==> src/rtl/tnc_pkg.sv <==
`timescale 1ns / 1ps
// ----------------------------------------------------------------------------
// tnc_pkg
// Shared constants and types of the triangle normal and centroid block.
// ----------------------------------------------------------------------------
package tnc_pkg;

    localparam int VERTEX_COUNT_DEF = 4096;
    localparam int COORD_BITS_DEF   = 16;
    localparam int INDEX_BITS       = 12;
    localparam int FIELD_BITS       = 16;
    localparam int NORM_ONE         = 16384;
    localparam int QUO_BITS         = 31;
    localparam int ROOT_STEPS       = 16;

    // command codes carried on s_tuser
    localparam logic FN_WRITE = 1'b0;
    localparam logic FN_FACE  = 1'b1;

    typedef struct packed {
        logic busy;
        logic done;
    } norm_stat_t;

endpackage

==> src/rtl/tnc_norm.sv <==
`timescale 1ns / 1ps
// ----------------------------------------------------------------------------
// tnc_norm
// Serial normalizer: squares, long division and integer square root give
// round(16384 * n / |n|) for each cross product component.
// ----------------------------------------------------------------------------
module tnc_norm #(
    parameter int COORD_BITS = tnc_pkg::COORD_BITS_DEF
) (
    input  logic                                      aclk,
    input  logic                                      aresetn,
    input  logic                                      start,
    input  logic signed [2*COORD_BITS+2:0]            n_x,
    input  logic signed [2*COORD_BITS+2:0]            n_y,
    input  logic signed [2*COORD_BITS+2:0]            n_z,
    output tnc_pkg::norm_stat_t                       stat,
    output logic signed [tnc_pkg::FIELD_BITS-1:0]     q_x,
    output logic signed [tnc_pkg::FIELD_BITS-1:0]     q_y,
    output logic signed [tnc_pkg::FIELD_BITS-1:0]     q_z
);
    import tnc_pkg::*;

    localparam int NW  = 2*COORD_BITS + 3;
    localparam int MW  = NW - 1;
    localparam int QW  = 2*MW;
    localparam int SW  = QW + 2;
    localparam int CTW = $clog2(((MW > QUO_BITS) ? MW : QUO_BITS) + 1);

    localparam logic [2:0] P_IDLE = 3'd0;
    localparam logic [2:0] P_SQ   = 3'd1;
    localparam logic [2:0] P_SUM  = 3'd2;
    localparam logic [2:0] P_DIV  = 3'd3;
    localparam logic [2:0] P_ROOT = 3'd4;

    logic [2:0]     phase_reg, phase_next;
    logic [1:0]     comp_reg, comp_next;
    logic [CTW-1:0] cnt_reg, cnt_next;
    logic           done_reg, done_next;

    logic [MW-1:0]  mag_reg [0:2];
    logic           neg_reg [0:2];
    logic [QW-1:0]  sq_reg [0:2];
    logic [QW-1:0]  mcand_reg;
    logic [MW-1:0]  mplier_reg;
    logic [SW-1:0]  sum_reg;
    logic [SW:0]    rem_reg;
    logic [QUO_BITS-1:0] quo_reg;
    logic [31:0]    op_reg, res_reg, bit_reg;
    logic signed [FIELD_BITS-1:0] q_reg [0:2];

    logic [SW:0]    div_t;
    logic           div_ge;
    logic [QUO_BITS-1:0] quo_next;
    logic [31:0]    root_sum, res_next;
    logic           root_ge;
    logic [FIELD_BITS-1:0] q_mag;

    function automatic logic [MW-1:0] abs_n(input logic signed [NW-1:0] v);
        logic [NW-1:0] a;
        a = v[NW-1] ? NW'(-v) : NW'(v);
        return a[MW-1:0];
    endfunction

    always_comb begin
        div_t    = (cnt_reg == '0) ? (SW+1)'(sq_reg[comp_reg]) : (rem_reg << 1);
        div_ge   = (div_t >= {1'b0, sum_reg});
        quo_next = {quo_reg[QUO_BITS-2:0], div_ge};
        root_sum = res_reg + bit_reg;
        root_ge  = (op_reg >= root_sum);
        res_next = root_ge ? ((res_reg >> 1) + bit_reg) : (res_reg >> 1);
        q_mag    = FIELD_BITS'((res_next + 32'd1) >> 1);
    end

    always_comb begin
        phase_next = phase_reg;
        comp_next  = comp_reg;
        cnt_next   = cnt_reg;
        done_next  = 1'b0;
        case (phase_reg)
            P_IDLE: begin
                if (start) begin
                    phase_next = P_SQ;
                    comp_next  = 2'd0;
                    cnt_next   = '0;
                end
            end
            P_SQ: begin
                if (cnt_reg == CTW'(MW)) begin
                    cnt_next = '0;
                    if (comp_reg == 2'd2) begin
                        phase_next = P_SUM;
                    end else begin
                        comp_next = comp_reg + 2'd1;
                    end
                end else begin
                    cnt_next = cnt_reg + 1'b1;
                end
            end
            P_SUM: begin
                phase_next = P_DIV;
                comp_next  = 2'd0;
                cnt_next   = '0;
            end
            P_DIV: begin
                if (cnt_reg == CTW'(QUO_BITS - 1)) begin
                    phase_next = P_ROOT;
                    cnt_next   = '0;
                end else begin
                    cnt_next = cnt_reg + 1'b1;
                end
            end
            P_ROOT: begin
                if (cnt_reg == CTW'(ROOT_STEPS - 1)) begin
                    cnt_next = '0;
                    if (comp_reg == 2'd2) begin
                        phase_next = P_IDLE;
                        done_next  = 1'b1;
                    end else begin
                        phase_next = P_DIV;
                        comp_next  = comp_reg + 2'd1;
                    end
                end else begin
                    cnt_next = cnt_reg + 1'b1;
                end
            end
            default: begin
                phase_next = P_IDLE;
            end
        endcase
    end

    always_ff @(posedge aclk) begin
        if (!aresetn) begin
            phase_reg <= P_IDLE;
            comp_reg  <= 2'd0;
            cnt_reg   <= '0;
            done_reg  <= 1'b0;
        end else begin
            phase_reg <= phase_next;
            comp_reg  <= comp_next;
            cnt_reg   <= cnt_next;
            done_reg  <= done_next;
        end
    end

    always_ff @(posedge aclk) begin
        case (phase_reg)
            P_IDLE: begin
                if (start) begin
                    mag_reg[0] <= abs_n(n_x);
                    mag_reg[1] <= abs_n(n_y);
                    mag_reg[2] <= abs_n(n_z);
                    neg_reg[0] <= n_x[NW-1];
                    neg_reg[1] <= n_y[NW-1];
                    neg_reg[2] <= n_z[NW-1];
                end
            end
            P_SQ: begin
                if (cnt_reg == '0) begin
                    mcand_reg        <= QW'(mag_reg[comp_reg]);
                    mplier_reg       <= mag_reg[comp_reg];
                    sq_reg[comp_reg] <= '0;
                end else begin
                    if (mplier_reg[0]) begin
                        sq_reg[comp_reg] <= sq_reg[comp_reg] + mcand_reg;
                    end
                    mcand_reg  <= mcand_reg << 1;
                    mplier_reg <= mplier_reg >> 1;
                end
            end
            P_SUM: begin
                sum_reg <= SW'(sq_reg[0]) + SW'(sq_reg[1]) + SW'(sq_reg[2]);
            end
            P_DIV: begin
                rem_reg <= div_ge ? (div_t - {1'b0, sum_reg}) : div_t;
                quo_reg <= quo_next;
                if (cnt_reg == CTW'(QUO_BITS - 1)) begin
                    op_reg  <= 32'(quo_next);
                    res_reg <= '0;
                    bit_reg <= 32'h4000_0000;
                end
            end
            P_ROOT: begin
                if (root_ge) begin
                    op_reg <= op_reg - root_sum;
                end
                res_reg <= res_next;
                bit_reg <= bit_reg >> 2;
                if (cnt_reg == CTW'(ROOT_STEPS - 1)) begin
                    q_reg[comp_reg] <= neg_reg[comp_reg] ? -$signed(q_mag) : $signed(q_mag);
                end
            end
            default: begin
            end
        endcase
    end

    assign stat.busy = (phase_reg != P_IDLE);
    assign stat.done = done_reg;
    assign q_x = q_reg[0];
    assign q_y = q_reg[1];
    assign q_z = q_reg[2];

endmodule

==> config.mk <==
export PLATFORM = sky130hd
export DESIGN_NAME = tnc_norm
export DESIGN_NICKNAME = d
export VERILOG_FILES = /design/src/rtl/tnc_pkg.sv /design/src/rtl/tnc_norm.sv
export SDC_FILE = /design/constraint.sdc
export NUM_CORES = 2
export LEC_CHECK = 0
export BUFFER_PORTS_ARGS = -buffer_cell sky130_fd_sc_hd__buf_2
export CELL_PAD_IN_SITES_DETAIL_PLACEMENT = 1
export CELL_PAD_IN_SITES_GLOBAL_PLACEMENT = 2
export CORE_MARGIN = 3
export CORE_UTILIZATION = 44
export CTS_CLUSTER_DIAMETER = 40
export DETAILED_ROUTE_END_ITERATION = 12
export GPL_TIMING_DRIVEN = 0
export HOLD_SLACK_MARGIN = 0.05
export PLACE_DENSITY_LB_ADDON = 0.1
export SLEW_MARGIN = 20
export SYNTH_ARGS = -nofsm -noshare
export SYNTH_HDL_FRONTEND = slang
export SYNTH_SLANG_ARGS = --single-unit
==> constraint.sdc <==
create_clock -name aclk -period 12.8 [get_ports aclk]
set_input_delay 0.64 -clock aclk [delete_from_list [all_inputs] [get_ports aclk]]
set_output_delay 0.64 -clock aclk [all_outputs]
set_load 0.01 [all_outputs]
# Yosys cells after proc, flatten, opt, wreduce, memory -nomap -nowiden
# Memories as Yosys holds them, arrays and structs flattened. A register that Yosys moved wholly into a read port is not among the register bits.
# Index checks and enable logic that the tools add are counted.
# word_totals
out_inout_bits	50
in_bits	108
elab_cells	116
mem_bits_rw	357
memories	4
regBits	380
# memory_table
name	words	width	rd	rd_clocked_by_memory_dff	write_ports	line_no	source
sq_reg	3	68	4	1	1	tnc_norm.sv:42	logic [QW-1:0] sq_reg [0:2];
mag_reg	3	34	1	1	3	tnc_norm.sv:40	logic [MW-1:0] mag_reg [0:2];
q_reg	3	16	3	0	1	tnc_norm.sv:49	logic signed [FIELD_BITS-1:0] q_reg [0:2];
neg_reg	3	1	1	1	3	tnc_norm.sv:41	logic neg_reg [0:2];
# classes
muxes	54
n_bitwise	1
n_lt_le_gt_ge	2
reduce_logical	12
n_eq_ne	14
add_sub_neg	14
# op_table
operator	count
$pmux W32 S2	3
$mux W32	5
$mux W34	4
$neg A34 Y34	3
$ge A71 B70 Y1	1
$mux W71	1
$add A69 B68 Y70	1
$mux W70	1
$sub A70 B70 Y70	1
$add A68 B68 Y69	1
$add A68 B68 Y68	1
$mux W68	1
$mux W33	1
$add A31 B32 Y32	1
$add A32 B32 Y32	1
$ge A32 B32 Y1	1
$sub A32 B32 Y32	1
$pmux W6 S5	1
$mux W6	4
$mux W2	11
$add A17 B1 Y17 const B	1
$mux W16	1
$neg A16 Y16	1
$mux W3	5
other kinds (24)	45

# Longest topological paths before layout
# logic_depth
depth_word	6
ltp_mapped	38
depth_no_buf	34

# Worst setup path before layout
# Ideal clock, no wire load.
# synth_path
path_type	register -> register
startpoint	register phase_reg[0]
endpoint	memory sq_reg[1][0] in the netlist's numbering (enable)
required_time_ns	12.367
n_path_buf	1
setup_slack_ns	1.877
arrival_time_ns	10.489
synth_period_minus_slack_ns	10.923
path_stages_with_launch	5
setup_time_ns	0.433
path_cell_list	dfxtp_1 clkbuf_1 nor3b_1 a21boi_0 and2_1
# synth_between
elab_chain_len	4
elab_cells_between_ends	6
classes_between	1 x eq/ne; 4 x mux; 1 x bitwise
# synth_rtl
item	line_no	source
from (decl)	tnc_norm.sv:35	logic [2:0] phase_reg, phase_next;
from (signal assigned)	tnc_norm.sv:139	phase_reg <= phase_next;
$eq A3 B1 Y1 *	tnc_norm.sv:147	case (phase_reg)
$mux W1	tnc_norm.sv:147	
$mux W1, on equally long branches	tnc_norm.sv:162, tnc_norm.sv:165	
$or A1 B1 Y1 (no source line) *	-	
to (decl)	tnc_norm.sv:42	
# Mark *: on every way between the ends. The rest lies on a longest branch, timed or not.

# Worst setup path in the final report
# layout_path
startpoint	register res_reg[2]
endpoint	memory q_reg[2][14] (data pin)
# layout_between
elab_chain_len	6
elab_cells_between_ends	7
classes_between	4 x add/sub; 1 x order compare; 2 x mux
# layout_rtl
item	line_no	source
from (decl)	tnc_norm.sv:48	logic [31:0] op_reg, res_reg, bit_reg;
from (signal assigned)	tnc_norm.sv:187	res_reg <= res_next;
$add A32 B32 Y32	tnc_norm.sv:68	root_sum = res_reg + bit_reg;
$ge A32 B32 Y1	tnc_norm.sv:69	root_ge = (op_reg >= root_sum);
$mux W32 *	tnc_norm.sv:70	res_next = root_ge ? ((res_reg >> 1) + bit_reg) : (res_reg >> 1);
via res_next[1]	tnc_norm.sv:54	logic [31:0] root_sum, res_next;
$add A17 B1 Y17 *	tnc_norm.sv:71	q_mag = FIELD_BITS'((res_next + 32'd1) >> 1);
$neg A16 Y16	tnc_norm.sv:190	q_reg[comp_reg] <= neg_reg[comp_reg] ? -$signed(q_mag) : $signed(q_mag);
$mux W16 *	tnc_norm.sv:190	
to (decl)	tnc_norm.sv:49	
# Mark *: on every way through the listed nets, which the timed path passes. The rest lies on a longest branch.

==> flow_summary.ini <==
[power_and_ir_drop]
power.total_mw = 8.39
power_density_nw_per_um2 = 145
max-vdd-ir-drop_uv = 121
power.leakage_nw = 22.3

[synth]
ys.flop_type = edfxtp_1
ys_warn_count = 0
synth_cell_types = 84
yosysMostFrequentCell = edfxtp_1
yosys-top-cells-count = 777 x edfxtp_1, 342 x a21oi_1, 304 x nor2_1, 282 x ha_1, 279 x nand2_1
synthCells = 4365
ys_top_cells_by_area = edfxtp_1 47%, ha_1 7.1%, xnor2_1 4.7%
syn_area_um2 = 49600
syn_nets = 4827
avgSynthCellArea_um2 = 11.4
ys_ff_latch = 791
synth_top_area_share = 0.471
async_flop_share = 0
synth_largest_area_cell = edfxtp_1
synth_edf_count = 777
seq_area_frac_synth = 0.477

[cts]
clk_path_buf_depth = 3
cts_tree = built
post_cts_buffers = 0
cts.hold.buffers_added = 0
cts.repair.resized = 0
cts.sinks = 791
clock-root-buffer = clkbuf_16
htreeDepth = 4
clk_latency_ps = 750
cts.clk_slew.worst_paths_ps = 50
cts-buffers-inserted = 144

[timing]
hold_violations = 0
maxSlewViolCount = 0
fin_skew_ps = 29.2
setup_viol = 0
relSlewSlack = 0.274
period_needed_ps = 9720
grt_setup_unrepaired = false
post-route-period-util = 0.759
max_freq_mhz = 103
worst_pin_slew_ps = 1090

[global_route]
grt_util_met1 = 0.342
antenna_found_initial = 5
grt_remaining_overflow = 0
grt_pass1_vias = 38100
grtUsageMet2 = 0.412
grt_use_total = 0.248
grt_util_met3 = 0.0351
grt_max_degree = 49
grt_first_pass_wirelength_um = 225000
grt.busiest_layer = met2

[setup_path]
rr_endpoint = q_reg[2][14]
cpMaxStageDelayCell = nor3_2
crit_path_frequent_cell = a31oi_1
max_stage_delay_ps = 530
r2r_cells = 36
worst_ep_arrival_time_ps = 10230
reg2reg_from = res_reg[2]
crit_path_max_fanout = 10
path_class = reg -> reg
cp_data_required_time_ps = 13310
crit_path_start_kind = register
rrSetupSlack_ps = 3080
cp-end-kind = register

[detailed_routing]
routed_wl_um = 145000
drcViolationCount = 0
dr_total_vias = 36200
wl_per_cell_um = 23.0
drt_iter0_drc = 2223
first_pass_iters = 7
ant_nets = 0
routed_via_density = 5.75

[place]
gp_congestion = 0.826
numPortBuffers = 157
place_hpwl_um = 112000
placed_cells = 6043

[final_layout]
layoutNonFillerInstCount = 6308
syn2layout_area_growth_pct = 16.5
final_nets = 5163
largest_reg_flops = 272
drive_gt1_frac = 0.150

[hold_path]
hp-class = in -> reg
min_from = n_z[34]
hold_depth = 1
min_to = neg_reg[2]

[flow_run]
drv_cap = 0

[die]
die_h_um = 342
start_util = 0.445
die_area_um2 = 117000
die_x_um = 342
ios = 158
placementRows = 122
core-area_um2 = 111000

[run_status]
status = completed
[power by group]
group	switching, mW	internal (mW)
Clock	1.44	2.45
Sequential	0.0409	2.98
Combinational	0.887	0.595
Total	2.37	6.02
[stage by stage]
| step | TNS [ps] | util | hold slack (ps) | instance area, µm² | setup slack [ps] |
|---|---|---|---|---|---|
| 5_1_grt | 0 | 0.519 | 104 | 57700 | 2340 |
| 3_3_place_gp | -2768210 | 0.469 | 432 | 52200 | -5630 |
| 6_report | 0 | 0.519 | 128 | 57700 | 3080 |
| 4_1_cts | 0 | 0.519 | 80.2 | 57700 | 2860 |
| 3_5_place_dp | 0 | 0.474 | 438 | 52800 | 2890 |
| 2_1_floorplan | 0 | - | 422 | 49600 | 1880 |
[logic make-up (layout without fill, tap and decap cells)]
family / Yosys count / in the layout / share of synthesized area
flops: 791 / 791 / 0.477
fa+ha+maj: 354 / 354 / 0.100
simple gates: 1070 / 1070 / 0.105
buf+inv: 348 / 801 / 0.0271
other cells: 0 / 2 / 0
xor+xnor: 402 / 402 / 0.0711
mux: 249 / 249 / 0.0708
compound gates: 1151 / 1151 / 0.149
[worst max-delay path by stage]
stage / start / to
3_5_place_dp: res_reg[2] / q_reg[0][13]
3_3_place_gp: phase_reg[0] / sq_reg[2][60]
5_1_grt: res_reg[2] / q_reg[2][14]
4_1_cts: res_reg[2] / q_reg[2][13]
2_1_floorplan: phase_reg[0] / sq_reg[1][0]
6_report: res_reg[2] / q_reg[2][14]
[cell usage in the layout (no fill, tap or decap), drive strengths merged, types with 14 or more instances in the layout]
cell type and instances:
a211oi 18, a21o 235, a21oi 345, a31o 15, a31oi 57, and2 71, and3 39, buf 223
bufinv 15, clkbuf 300, clkinv 39, clkinvlp 15, dfxtp 14, edfxtp 777, fa 72, ha 282
inv 209, mux2 133, mux2i 48, mux4 68, nand2 279, nand2b 37, nand3 70, nand4 68
nor2 304, nor2b 41, nor3 43, nor4 14, o21a 35, o21ai 220, o21bai 52, o31ai 49
o41ai 19, or3 38, or4 20, xnor2 264, xor2 138
[critical path, delay by kind of cell (launching register included)]
family                     cells  cell delay (ps)
AOI/OAI and AO/OA             16             3280
xor gates and xnor gates       3              750
adders and majority gates      3              920
buffers and inverters          5             1470
DFF                            1              500
muxes                          2              730
and+or+nand+nor                7             1830
[cell type report]
class / count / area [µm²]
fillers: 11700 / 53600
multi-input cells: 3226 / 24700
flip-flops and latches: 791 / 23600
clock buffers: 156 / 3710
well taps: 1488 / 1860
repair buffers: 190 / 1270
clock inverters: 107 / 1230
plain buffers: 177 / 717
inverters: 171 / 642
diodes: 2 / 5.00
[metal layers]
layer / share of wire / vias up
met5: 0 / -
met4: 0.023 / 0
met1: 0.46 / 18300
li1: - / 17100
met2: 0.47 / 696
met3: 0.042 / 193
No activity file was read; power rests on OpenSTA's default activity.
